[src/rtl/core/bgde_pkg.sv]
// Types, codes and constants of the dictionary encoder core.
// No dependencies; the files that use it refer to it by scoped names.
package bgde_pkg;

    typedef enum logic [1:0] {
        CMD_CLEAR  = 2'd0,
        CMD_ADD    = 2'd1,
        CMD_BUILD  = 2'd2,
        CMD_ENCODE = 2'd3
    } cmd_e;

    localparam logic [1:0] STATUS_OK        = 2'd0;
    localparam logic [1:0] STATUS_FULL      = 2'd1;
    localparam logic [1:0] STATUS_NOT_BUILT = 2'd2;

    localparam logic REG_BITS_PER_ENTRY = 1'b0;
    localparam logic REG_HASH_COUNT     = 1'b1;

    localparam int          CFG_W     = 16;
    localparam logic [15:0] BPE_RESET = 16'd2560;
    localparam logic [4:0]  HC_RESET  = 5'd7;

    localparam logic [63:0] MIX_C1      = 64'hff51afd7ed558ccd;
    localparam logic [63:0] MIX_C2      = 64'hc4ceb9fe1a85ec53;
    localparam logic [63:0] GOLDEN_STEP = 64'h9e3779b97f4a7c15;
    localparam int          SIZE_FLOOR  = 64;

    typedef struct packed {
        cmd_e        command;
        logic [31:0] data_word;
    } in_item_t;

    typedef struct packed {
        logic [1:0]  status;
        logic        filter_positive;
        logic        exact_hit;
        logic [11:0] entry_index;
        logic [31:0] miss_word;
        logic [12:0] entry_count;
        logic [16:0] filter_size;
        logic [2:0]  index_bytes;
    } result_t;

    // Commands from the controller to the datapath.
    typedef struct packed {
        logic latch_in;
        logic clr_dict;
        logic unbuild;
        logic k_clear;
        logic k_inc;
        logic entry_write;
        logic set_found;
        logic set_full;
        logic set_not_built;
        logic size_calc;
        logic fclr_step;
        logic hash_start;
        logic hash_src_entry;
        logic probe_init;
        logic mod_start;
        logic filt_set;
        logic probe_next;
        logic set_ready;
        logic set_pos;
        logic out_load;
    } ctl_t;

    // Status from the datapath to the controller.
    typedef struct packed {
        cmd_e cmd;
        logic k_lt_count;
        logic found_eq;
        logic full;
        logic ready_ok;
        logic fclr_last;
        logic hash_done;
        logic mod_done;
        logic i_lt_hc;
        logic bit_set;
    } sts_t;

endpackage

[src/rtl/core/bgde_ctrl.sv]
// Controller state machine of the dictionary encoder; sequences the datapath.
// Uses bgde_pkg for the command and status structs.
module bgde_ctrl (
    input  logic           clk,
    input  logic           rst_n,
    input  logic           in_valid,
    output logic           in_stall,
    output logic           out_valid,
    input  logic           out_stall,
    input  bgde_pkg::sts_t sts,
    output bgde_pkg::ctl_t ctl
);

    typedef enum logic [11:0] {
        ST_IDLE     = 12'b000000000001,
        ST_DISPATCH = 12'b000000000010,
        ST_SR_RD    = 12'b000000000100,
        ST_SR_CMP   = 12'b000000001000,
        ST_BCLR     = 12'b000000010000,
        ST_BNEXT    = 12'b000000100000,
        ST_BHASH    = 12'b000001000000,
        ST_HWAIT    = 12'b000010000000,
        ST_PCHK     = 12'b000100000000,
        ST_MWAIT    = 12'b001000000000,
        ST_PRD      = 12'b010000000000,
        ST_PUSH     = 12'b100000000000
    } state_t;

    state_t state_reg;
    state_t state_next;
    logic   out_valid_reg;
    logic   out_valid_next;

    always_comb
    begin
        state_next = state_reg;
        ctl        = '0;
        case (state_reg)
            ST_IDLE:
            begin
                if (in_valid)
                begin
                    ctl.latch_in = 1'b1;
                    state_next   = ST_DISPATCH;
                end
            end
            ST_DISPATCH:
            begin
                case (sts.cmd)
                    bgde_pkg::CMD_CLEAR:
                    begin
                        ctl.clr_dict = 1'b1;
                        state_next   = ST_PUSH;
                    end
                    bgde_pkg::CMD_ADD:
                    begin
                        ctl.unbuild = 1'b1;
                        ctl.k_clear = 1'b1;
                        state_next  = ST_SR_RD;
                    end
                    bgde_pkg::CMD_BUILD:
                    begin
                        ctl.size_calc = 1'b1;
                        state_next    = ST_BCLR;
                    end
                    default:
                    begin
                        if (!sts.ready_ok)
                        begin
                            ctl.set_not_built = 1'b1;
                            state_next        = ST_PUSH;
                        end
                        else
                        begin
                            ctl.hash_start = 1'b1;
                            state_next     = ST_HWAIT;
                        end
                    end
                endcase
            end
            // The entry at k is read this cycle and compared in the next one.
            ST_SR_RD:
            begin
                if (!sts.k_lt_count)
                begin
                    if (sts.cmd == bgde_pkg::CMD_ADD)
                    begin
                        if (sts.full)
                        begin
                            ctl.set_full = 1'b1;
                        end
                        else
                        begin
                            ctl.entry_write = 1'b1;
                        end
                    end
                    state_next = ST_PUSH;
                end
                else
                begin
                    state_next = ST_SR_CMP;
                end
            end
            ST_SR_CMP:
            begin
                if (sts.found_eq)
                begin
                    ctl.set_found = 1'b1;
                    state_next    = ST_PUSH;
                end
                else
                begin
                    ctl.k_inc  = 1'b1;
                    state_next = ST_SR_RD;
                end
            end
            ST_BCLR:
            begin
                ctl.fclr_step = 1'b1;
                if (sts.fclr_last)
                begin
                    ctl.k_clear = 1'b1;
                    state_next  = ST_BNEXT;
                end
            end
            ST_BNEXT:
            begin
                if (!sts.k_lt_count)
                begin
                    ctl.set_ready = 1'b1;
                    state_next    = ST_PUSH;
                end
                else
                begin
                    state_next = ST_BHASH;
                end
            end
            ST_BHASH:
            begin
                ctl.hash_start     = 1'b1;
                ctl.hash_src_entry = 1'b1;
                state_next         = ST_HWAIT;
            end
            ST_HWAIT:
            begin
                if (sts.hash_done)
                begin
                    ctl.probe_init = 1'b1;
                    state_next     = ST_PCHK;
                end
            end
            ST_PCHK:
            begin
                if (!sts.i_lt_hc)
                begin
                    if (sts.cmd == bgde_pkg::CMD_BUILD)
                    begin
                        ctl.k_inc  = 1'b1;
                        state_next = ST_BNEXT;
                    end
                    else
                    begin
                        // Every probed bit was set: confirm in the dictionary.
                        ctl.set_pos = 1'b1;
                        ctl.k_clear = 1'b1;
                        state_next  = ST_SR_RD;
                    end
                end
                else
                begin
                    ctl.mod_start = 1'b1;
                    state_next    = ST_MWAIT;
                end
            end
            ST_MWAIT:
            begin
                if (sts.mod_done)
                begin
                    state_next = ST_PRD;
                end
            end
            ST_PRD:
            begin
                if (sts.cmd == bgde_pkg::CMD_BUILD)
                begin
                    ctl.filt_set   = 1'b1;
                    ctl.probe_next = 1'b1;
                    state_next     = ST_PCHK;
                end
                else if (sts.bit_set)
                begin
                    ctl.probe_next = 1'b1;
                    state_next     = ST_PCHK;
                end
                else
                begin
                    state_next = ST_PUSH;
                end
            end
            ST_PUSH:
            begin
                if (!out_valid_reg || !out_stall)
                begin
                    ctl.out_load = 1'b1;
                    state_next   = ST_IDLE;
                end
            end
            default:
            begin
                state_next = ST_IDLE;
            end
        endcase
    end

    always_comb
    begin
        if (ctl.out_load)
        begin
            out_valid_next = 1'b1;
        end
        else if (!out_stall)
        begin
            out_valid_next = 1'b0;
        end
        else
        begin
            out_valid_next = out_valid_reg;
        end
    end

    always_ff @(posedge clk or negedge rst_n)
    begin
        if (!rst_n)
        begin
            state_reg     <= ST_IDLE;
            out_valid_reg <= 1'b0;
        end
        else
        begin
            state_reg     <= state_next;
            out_valid_reg <= out_valid_next;
        end
    end

    assign in_stall  = (state_reg != ST_IDLE);
    assign out_valid = out_valid_reg;

endmodule

[config.mk]
export PLATFORM = sky130hd
export DESIGN_NAME = bgde_ctrl
export DESIGN_NICKNAME = d
export VERILOG_FILES = /design/src/rtl/core/bgde_pkg.sv /design/src/rtl/core/bgde_ctrl.sv
export SDC_FILE = /design/constraint.sdc
export NUM_CORES = 1
export LEC_CHECK = 0
export ABC_AREA = 0
export BUFFER_PORTS_ARGS = -buffer_cell sky130_fd_sc_hd__buf_2
export CORE_ASPECT_RATIO = 0.8
export CORE_UTILIZATION = 53
export DETAILED_ROUTE_END_ITERATION = 7
export PLACE_DENSITY = 0.85
export RECOVER_POWER = 50
export SYNTH_ARGS = -nofsm -noshare
export SYNTH_HDL_FRONTEND = slang
export SYNTH_SLANG_ARGS = --single-unit
[constraint.sdc]
create_clock -name clk -period 3.35 [get_ports clk]
set_clock_uncertainty 0.1 [all_clocks]
set_input_delay 0.335 -clock clk [delete_from_list [all_inputs] [get_ports clk]]
set_output_delay 0.335 -clock clk [all_outputs]
set_load 0.02 [all_outputs]
==> summary.txt, run 1 <==
GRT
  • Grt ovf: 0
  • Vias in the first global route: 1030
  • Largest net degree at the start of global routing: 14
  • Antenna violations before repair: 0
  • GRT Total Usage: 29.6%
  • First-pass GRT wire length: 4800 um

CTS
  • H-Tree Depth: 1
  • Buffer levels on the longest clock path: 2
  • # clock sinks: 13
  • Post-CTS setup buffers: 0
  • Clock Pin Slew Worst Setup and Hold Paths: approximately 0.08 ns
  • Hold-fix buffers, CTS: 1
  • CTS tree: yes
  • Root Driver: clkbuf_4
  • CTS buffer count: 3
  • Post_cts resized: 0
  • Clock latency at the later pin of the worst-skew pair: a little under 0.3 ns

Cells and area
  • Area delta synth->final: 16.8%
  • Fin nets: 187
  • Max FFs per register: 12
  • Final core area utilization: 66.6%
  • Layout cells sized above 1: 28.7%
  • Layout fillers: 162
  • Fin area: 1270 um^2
  • N_diodes: 0

Synthesis
  • Dominant register cell in the synthesized netlist: dfrtp_1
  • Most common cell in the netlist: nor2_1
  • Register bit count reported by yosys: 13
  • Top cell type by total area after synthesis: dfrtp_1
  • Netlist cell types: 42
  • Yosys top cell area share: 27.6%
  • Syn Nets: 150
  • Mean Syn Cell Area: 8.07 um^2
  • YS warnings: 0
  • Register area share after synthesis: 30.0%
  • Most frequent cells after synthesis: nor2_1, nand2_1, dfrtp_1, nor3_1
  • Post-synth EDFFs: 0
  • Ys async rst share: 100%
  • Synth area leaders: dfrtp_1, nor2_1, nand2_1
  • Synth Instances: 135
  • Synth Cell Area: around 1100 um^2

STA
  • Count of pins over their slew limit: 0
  • Final min period: 2.87 ns
  • RSZ-0062 raised after global routing: no
  • Achievable Freq: 349 MHz
  • Worst Max-Slew Pin Slew: 0.753 ns
  • Final period util: 85.5%
  • Final Hold Viols: 0
  • Max-slew headroom: 49.8%
  • Setup total negative slack: 0 ns
  • Setup violations, final: 0

Placement
  • PortBufs: 36
  • HPWL Detailed: 2340 um
  • Placer Congestion: 1.02
  • Placed cell area: roughly 1300 um^2

Floorplanning
  • Die footprint: 2240 um^2
  • FP Rows: 14
  • Initial Util: 57.1%
  • Core area: about 1900 um^2
  • Ports: 37
  • Die Ht: between 40 and 50 um
  • Width of the die: ~53 um

Setup path
  • CP endpoint kind: output pin
  • CP Launch Type: flip-flop
  • CP Class: reg2out
  • R2r setup slk: between 1 and 1.5 ns
  • Crit path arrival time: 2.43 ns
  • Crit-path max FO: 10
  • Worst EP required: 2.91 ns

Worst hold path
  • Hold WC Path Type: in2reg

Power and ir drop
  • Tot Pwr: 0.599 mW
  • Pleak: 0.635 nW
  • PD cells: 471 nW/um^2
  • Max VDD drop: a little under 300 uV

Route
  • Detailed Routing Iterations Pass 1: 4
  • Vias: about 1.2k
  • Post-Route WL: 3020 um
  • Vias per cell: 6.14
  • Initial DRC count: 64
  • Wire length per cell: roughly 16 um
  • Post-route DRC: 0
  • Remaining antenna violation count after routing: 0

Status
  • Status: finished clean

Run
  • Max cap viols: 0
## per-layer routing
layer  track usage, %  share of wire [%]  vias to the layer above
met1             39.8                 42                      537
met4             5.26                2.0                        0
met5                0                  0                        -
met2             47.3                 45                       85
met3             8.33                 11                        9
li1                 -                  -                      567
## final cells by class
| type | instances | area, um^2 | area share [%] |
|---|---|---|---|
| Multi-Input combinational cell | 113 | 686 | 53.9 |
| Sequential cell | 13 | 327 | 25.7 |
| Timing Repair Buffer | 37 | 188 | 14.7 |
| Tap cell | 24 | 30.0 | 2.36 |
| Clock buffer | 3 | 22.5 | 1.77 |
| Inverter | 4 | 15.0 | 1.18 |
| Clock inverter | 1 | 5.00 | 0.393 |
## placed cells by master, fill, tap and decap left out, types with 2 or more instances in the layout
| master | n |
|---|---|
| buf_2 | 34 |
| nor2_1 | 26 |
| nand2_1 | 17 |
| dfrtp_1 | 12 |
| nor3_1 | 10 |
| nand3b_1 | 5 |
| o21ai_0 | 5 |
| inv_1 | 4 |
| nand3_1 | 4 |
| nor4_1 | 4 |
| a21oi_1 | 4 |
| nor2b_1 | 3 |
| nor4b_1 | 3 |
| clkbuf_4 | 3 |
| nor4_4 | 2 |
| nand2b_1 | 2 |
| o31ai_1 | 2 |
| xor2_1 | 2 |
| a32oi_1 | 2 |
| o32ai_1 | 2 |
| and3_1 | 2 |
| clkbuf_1 | 2 |
## where the power goes
part	leakage, nW	switching (mW)	total [mW]	internal (mW)
clock network	0.0177	0.0569	0.101	0.0444
registers	0.177	0.0327	0.211	0.178
logic	0.440	0.185	0.287	0.102
## cells by family (layout without fill, tap and decap cells)
| logic type | Yosys count | count (layout) | synth area share [%] |
|---|---|---|---|
| flip-flops | 13 | 13 | 30.0 |
| buffers and inverters | 9 | 45 | 5.28 |
| AO/OA/AOI/OAI | 23 | 23 | 15.3 |
| XOR/XNOR | 2 | 2 | 1.61 |
| AND/OR/NAND/NOR | 88 | 88 | 47.9 |
## critical path: stages (launching register included)
cell and delay, ns:
dfrtp_1 0.51, nor4_1 0.65, nand4_1 0.44, nor2_1 0.24, nor2_1 0.07, nand2_1 0.07, buf_2 0.15
## path summary, 6_finish.rpt
| check | from | to | cells past startpoint |
|---|---|---|---|
| worst max-delay path | state_reg[8] | ctl[16] | 6 |
| worst min-delay path | in_valid | state_reg[0] | 2 |
| worst max register to register | state_reg[8] | state_reg[10] | 5 |
| worst min register to register | out_valid | out_valid | 2 |
| max in group asynchronous | rst_n | state_reg[9] | 2 |
| min in group asynchronous | rst_n | state_reg[4] | 2 |
## stage by stage
| step | worst slack (ns) | hold slack, ns | instances |
|---|---|---|---|
| 2_1_floorplan | 1.11 | -0.0606 | 135 |
| 6_report | 0.485 | 0.0967 | 195 |
| 5_1_grt | 0.339 | 0.0882 | 195 |
| 4_1_cts | 0.783 | 0.0904 | 195 |
| 3_3_place_gp | 1.16 | 0.140 | 190 |
| 3_5_place_dp | 1.10 | 0.144 | 190 |
(Power assumes the default switching activity.)
==> run 2, diff against run 1 <==
--- a/config.mk
+++ b/config.mk
@@ -10,8 +10,9 @@
 export CORE_ASPECT_RATIO = 0.8
 export CORE_UTILIZATION = 53
 export DETAILED_ROUTE_END_ITERATION = 7
-export PLACE_DENSITY = 0.85
+export PLACE_DENSITY = 0.84
 export RECOVER_POWER = 50
+export SLEW_MARGIN = 5
 export SYNTH_ARGS = -nofsm -noshare
 export SYNTH_HDL_FRONTEND = slang
 export SYNTH_SLANG_ARGS = --single-unit
==> run 2 against run 1 <==
  * Hold slack improved by 0.0049 ns
  * Critical path depth unchanged
  * Count of clock-buffer cells in the layout increased by 1
  * Die area unchanged
  * Highest routed layer unchanged
  * Critical endpoint unchanged
  * Clock power about the same
  * Critical path type unchanged
  * Sequential share of layout area about the same
  * Global-route usage increased by 0.57 points
==> summary.txt, run 2 (synthesized netlist as in run 1, its figures left out) <==
Placement
  • PortBufs: 36 (unchanged)
  • Placed cell area: 1260 um^2 (unchanged)
  • HPWL Detailed: 2310 um (was 2340 um)
  • Placed insts: 190 (unchanged)
  • Placer Congestion: 1.01 (was 1.02)
  • Place WS: 1.08 ns (was 1.10 ns)

GRT
  • First-pass GRT wire length: 4840 um (was 4800 um)
  • Vias in the first global route: 1023 (was 1030)
  • Grt ovf: 0 (unchanged)
  • Antenna violations before repair: 0 (unchanged)
  • GRT Total Usage: 30.2% (was 29.6%)
  • Largest net degree at the start of global routing: 14 (unchanged)

STA
  • Setup total negative slack: 0 ns (unchanged)
  • Final min period: 2.85 ns (was 2.87 ns)
  • Max-slew headroom: 50.2% (was 49.8%)
  • Achievable Freq: 351 MHz (was 349 MHz)
  • Worst Max-Slew Pin Slew: 0.747 ns (was 0.753 ns)
  • Final period util: 85.0% (was 85.5%)
  • Final Hold Viols: 0 (unchanged)
  • RSZ-0062 raised after global routing: no (unchanged)
  • Setup violations, final: 0 (unchanged)
  • Setup ws final: 0.504 ns (was 0.485 ns)
  • Count of pins over their slew limit: 0 (unchanged)

CTS
  • # clock sinks: 13 (unchanged)
  • CTS tree: yes (unchanged)
  • CTS buffer count: 3 (unchanged)
  • Root Driver: clkbuf_4 (unchanged)
  • Buffer levels on the longest clock path: 2 (unchanged)
  • Post-CTS setup buffers: 0 (unchanged)
  • H-Tree Depth: 1 (unchanged)
  • Clock latency at the later pin of the worst-skew pair: 0.29 ns (about the same)
  • Clock Pin Slew Worst Setup and Hold Paths: 0.09 ns (was 0.08 ns)
  • Post_cts resized: 0 (unchanged)

Cells and area
  • Layout fillers: 179 (was 162)
  • Fin cells: 195 (unchanged)
  • Most common cell after layout, fill and taps aside: buf_2 (unchanged)
  • Max FFs per register: 12 (unchanged)
  • Fin nets: 187 (unchanged)
  • N_diodes: 0 (unchanged)
  • Final core area utilization: 66.6% (about the same)
  • Area delta synth->final: 16.6% (was 16.8%)
  • Layout cells sized above 1: 28.1% (was 28.7%)
  • Fin area: 1270 um^2 (about the same)
  • Highest-count cells in the layout ignoring fill and taps: buf_2, nor2_1, nand2_1, dfrtp_1, nor3_1 (unchanged)

Setup path
  • Slowest-stage cell, CP: nor4_1 (unchanged)
  • Worst Setup SP: state_reg[8] (unchanged)
  • CP Class: reg2out (unchanged)
  • Crit-path max FO: 10 (unchanged)
  • R2R Path Start: state_reg[8] (unchanged)
  • Most used cell, CP: nor2_1 (unchanged)
  • CP endpoint kind: output pin (unchanged)
  • CP Launch Type: flip-flop (unchanged)
  • Crit path arrival time: 2.41 ns (was 2.43 ns)
  • Crit-path cells: nor4_1, nand4_1, nor2_1, nor2_1, nand2_1, buf_2 (unchanged)
  • Worst EP required: 2.91 ns (about the same)
  • CP max stage delay: 0.65 ns (about the same)

Route
  • Post-route DRC: 0 (unchanged)
  • Post-Route WL: 2950 um (was 3020 um)
  • Wire length per cell: 15.1 um (was 15.5 um)
  • Detailed Routing Iterations Pass 1: 4 (unchanged)
  • Vias per cell: 6.09 (was 6.14)
  • Vias: 1188 (was 1198)
  • Remaining antenna violation count after routing: 0 (unchanged)
  • Initial DRC count: 50 (was 64)

Status
  • Status: finished clean (unchanged)

Power and ir drop
  • Pleak: 0.632 nW (was 0.635 nW)
  • Max VDD drop: 257 uV (was 298 uV)
  • PD cells: 471 nW/um^2 (about the same)

Floorplanning
  • Core area: 1910 um^2 (unchanged)
  • Width of the die: 52.7 um (unchanged)
  • FP Rows: 14 (unchanged)
  • Die footprint: 2240 um^2 (unchanged)
  • Die Ht: 42.6 um (unchanged)
  • Ports: 37 (unchanged)
  • Initial Util: 57.1% (unchanged)

Run
  • Max cap viols: 0 (unchanged)

Worst hold path
  • Hold WC Path Type: in2reg (unchanged)
  • Hold Path Origin: in_valid (unchanged)
-- run 2: final timing paths --
check	end	slack [ns]	cells past startpoint
worst min-delay path	state_reg[0]	0.10	2
worst max-delay path	ctl[16]	0.50	6
worst min register to register	out_valid	0.46	2
worst max register to register	state_reg[10]	1.02	5
max in group asynchronous	state_reg[7]	2.16	2
min in group asynchronous	state_reg[6]	0.51	2
-- run 2: what timing repair did --
item	CTS	global route
endpoints found under the setup margin	0	0
hold buffers	1	0
endpoints found under the hold margin	12	0
-- run 2: layout make-up --
class / count / area [um^2] / share of cell area (%)
Multi-Input combinational cell: 113 / 686 / 53.9
Tap cell: 24 / 30.0 / 2.36
Clock buffer: 4 / 26.3 / 2.07
Sequential cell: 13 / 327 / 25.7
Inverter: 4 / 15.0 / 1.18
Timing Repair Buffer: 37 / 188 / 14.8
-- run 2: stage by stage --
step	total power [mW]	hold slack, ns
2_1_floorplan	0.420	-0.0606
3_3_place_gp	0.491	0.139
3_5_place_dp	0.498	0.141
4_1_cts	0.601	0.0984
5_1_grt	0.643	0.103
6_report	0.599	0.102
-- run 2: worst max-delay path, delay by kind of cell (launching register included) --
kind,cells,cell delay (ns)
simple gates,5,1.45
flops,1,0.52
buf+inv,1,0.15
-- run 2: power by group --
part           total [mW]  switching [mW]  internal (mW)
clock               0.103          0.0568         0.0463
sequential          0.213          0.0343          0.178
combinational       0.283           0.181          0.102
total               0.599           0.272          0.326
-- run 2: metal layers --
layer  routed length (um)  GRT usage (%)
met1                 1330           44.2
met2                 1310           43.3
met3                  259           8.33
met4                   51           7.37
met5                    0              0
==> run 3, diff against run 2 <==
--- a/config.mk
+++ b/config.mk
@@ -8,9 +8,9 @@
 export ABC_AREA = 0
 export BUFFER_PORTS_ARGS = -buffer_cell sky130_fd_sc_hd__buf_2
 export CORE_ASPECT_RATIO = 0.8
-export CORE_UTILIZATION = 53
+export CORE_UTILIZATION = 49
 export DETAILED_ROUTE_END_ITERATION = 7
-export PLACE_DENSITY = 0.84
+export PLACE_DENSITY = 0.78
 export RECOVER_POWER = 50
 export SLEW_MARGIN = 5
 export SYNTH_ARGS = -nofsm -noshare
==> constraint.sdc (replaced) <==
create_clock -name clk -period 2.85 [get_ports clk]
set_clock_uncertainty 0.1 [all_clocks]
set_input_delay 0.285 -clock clk [delete_from_list [all_inputs] [get_ports clk]]
set_output_delay 0.285 -clock clk [all_outputs]
set_load 0.02 [all_outputs]
==> run 3 against run 2 <==
  * Die area increased by 7.8%
  * First-iteration DRC count increased by 24%
  * Hold slack got worse by 0.042 ns
  * Total power increased by 17%
  * Final area increased by 0.79%
  * Routed wire length decreased by 6.0%
  * Combinational power increased by 17%
  * Count of clock-buffer cells in the layout unchanged
  * Clock power increased by 13%
  * Sequential power increased by 18%
  * Register-to-register slack got worse by 0.13 ns
  * Non-clock buffer count unchanged
  * Highest routed layer is now met3
==> summary.txt, run 3 (synthesized netlist as in run 1, its figures left out) <==
Route
  • Vias: 1159 (was 1188)
  • Detailed Routing Iterations Pass 1: 4 (unchanged)
  • Vias per cell: 5.94 (was 6.09)
  • Initial DRC count: 62 (was 50)
  • Post-route DRC: 0 (unchanged)
  • Post-Route WL: 2770 um (was 2950 um)
  • Wire length per cell: 14.2 um (was 15.1 um)
  • Remaining antenna violation count after routing: 0 (unchanged)

Setup path
  • CP Launch Type: flip-flop (unchanged)
  • CP top delay family: simple AND/OR/NAND/NOR gates (unchanged)
  • WP buf/inv: 1 (unchanged)
  • CP max stage delay: 0.57 ns (was 0.65 ns)
  • CP endpoint kind: output pin (unchanged)
  • Crit-path max FO: 10 (unchanged)
  • CP Class: reg2out (unchanged)
  • Crit-path cells: nor4_4, nand2_4, or4_1, o21ai_2, buf_2 (was nor4_1, nand4_1, nor2_1, nor2_1, nand2_1, buf_2)
  • Worst EP required: 2.47 ns (was 2.91 ns)
  • Slowest-stage cell, CP: or4_1 (was nor4_1)
  • Crit path arrival time: 2.16 ns (was 2.41 ns)

CTS
  • H-Tree Depth: 1 (unchanged)
  • Post-CTS setup buffers: 0 (unchanged)
  • Post_cts resized: 0 (unchanged)
  • CTS tree: yes (unchanged)
  • Root Driver: clkbuf_4 (unchanged)
  • CTS buffer count: 3 (unchanged)
  • Hold-fix buffers, CTS: 1 (unchanged)
  • Clock latency at the later pin of the worst-skew pair: 0.28 ns (was 0.29 ns)
  • Clock Pin Slew Worst Setup and Hold Paths: 0.08 ns (was 0.09 ns)
  • Buffer levels on the longest clock path: 2 (unchanged)
  • # clock sinks: 13 (unchanged)

Floorplanning
  • FP Rows: 14 (unchanged)
  • Die Ht: 44.2 um (was 42.6 um)
  • Ports: 37 (unchanged)
  • Initial Util: 55.1% (was 57.1%)
  • Die footprint: 2420 um^2 (was 2240 um^2)
  • Core area: 1980 um^2 (was 1910 um^2)
  • Width of the die: 54.7 um (was 52.7 um)

Cells and area
  • Most common cell after layout, fill and taps aside: buf_2 (unchanged)
  • Fin area: 1280 um^2 (was 1270 um^2)
  • Final core area utilization: 64.7% (was 66.6%)
  • Area delta synth->final: 17.6% (was 16.6%)
  • Layout fillers: 187 (was 179)
  • Highest-count cells in the layout ignoring fill and taps: buf_2, nor2_1, nand2_1, dfrtp_1, nor3_1 (unchanged)
  • Max FFs per register: 12 (unchanged)
  • Fin nets: 187 (unchanged)
  • N_diodes: 0 (unchanged)
  • Layout cells sized above 1: 28.7% (was 28.1%)

GRT
  • Grt ovf: 0 (unchanged)
  • Vias in the first global route: 1025 (was 1023)
  • GRT Total Usage: 26.9% (was 30.2%)
  • Antenna violations before repair: 0 (unchanged)
  • First-pass GRT wire length: 4620 um (was 4840 um)
  • Largest net degree at the start of global routing: 14 (unchanged)

Power and ir drop
  • Max VDD drop: 410 uV (was 257 uV)
  • PD cells: 545 nW/um^2 (was 471 nW/um^2)
  • Pleak: 0.633 nW (was 0.632 nW)

Run
  • Max cap viols: 0 (unchanged)

STA
  • Final min period: 2.54 ns
  • Hold WS: 0.0595 ns (was 0.102 ns)
  • Worst Max-Slew Pin Slew: 0.738 ns (was 0.747 ns)
  • Achievable Freq: 393 MHz
  • Final period util: 89.2%
  • RSZ-0062 raised after global routing: no (unchanged)
  • Final Hold Viols: 0 (unchanged)
  • Setup violations, final: 0 (unchanged)
  • Max-slew headroom: 50.1% (was 50.2%)
  • Setup total negative slack: 0 ns (unchanged)
  • Count of pins over their slew limit: 0 (unchanged)

Worst hold path
  • Hold WC Path Type: in2reg (unchanged)

Placement
  • PortBufs: 36 (unchanged)
  • Placed cell area: 1260 um^2 (unchanged)
  • HPWL Detailed: 2230 um (was 2310 um)
  • Placer Congestion: 1.00 (was 1.01)

Status
  • Status: finished clean (unchanged)
-- run 3: final cells by class --
class	count	area (um^2)	area share, %
Tap cell	24	30.0	2.34
Timing Repair Buffer	37	188	14.6
Sequential cell	13	327	25.5
Clock buffer	4	26.3	2.05
Multi-Input combinational cell	113	696	54.3
Inverter	4	15.0	1.17
-- run 3: metrics by stage --
step / instances / power, mW / setup WS (ns)
3_5_place_dp: 190 / 0.585 / 0.648
4_1_cts: 195 / 0.705 / 0.330
5_1_grt: 195 / 0.750 / 0.0835
3_3_place_gp: 190 / 0.583 / 0.690
2_1_floorplan: 135 / 0.494 / 0.662
6_report: 195 / 0.699 / 0.308
-- run 3: worst paths after layout --
kind                              start       endpoint  slack [ns]  cells after the start
max                        state_reg[7]        ctl[15]        0.31                      5
min                            in_valid   state_reg[0]        0.06                      2
max reg2reg                state_reg[8]  state_reg[10]        0.89                      5
min reg2reg                   out_valid      out_valid        0.46                      2
max in group asynchronous         rst_n  state_reg[10]        1.71                      2
min in group asynchronous         rst_n   state_reg[1]        0.47                      2
-- run 3: report_power, final --
group	internal (mW)	leakage (nW)	switching (mW)
clock	0.0543	0.0150	0.0617
combinational	0.121	0.441	0.210
sequential	0.210	0.177	0.0413
total	0.385	0.633	0.313
-- run 3: worst reg2reg max path, cell delays in order (launching register included) --
cell,delay (ns)
dfrtp_1,0.51
nor4_2,0.46
nand2_1,0.19
o32ai_2,0.33
or3_4,0.20
nor4b_2,0.04
-- run 3: metal layers --
| layer | track usage [%] | routed length (um) | up-vias |
|---|---|---|---|
| met4 | 5.64 | 0 | 0 |
| met1 | 35.7 | 1230 | 531 |
| met5 | 0 | 0 | - |
| met3 | 10.3 | 299 | 0 |
| met2 | 41.4 | 1240 | 59 |
| li1 | - | - | 569 |
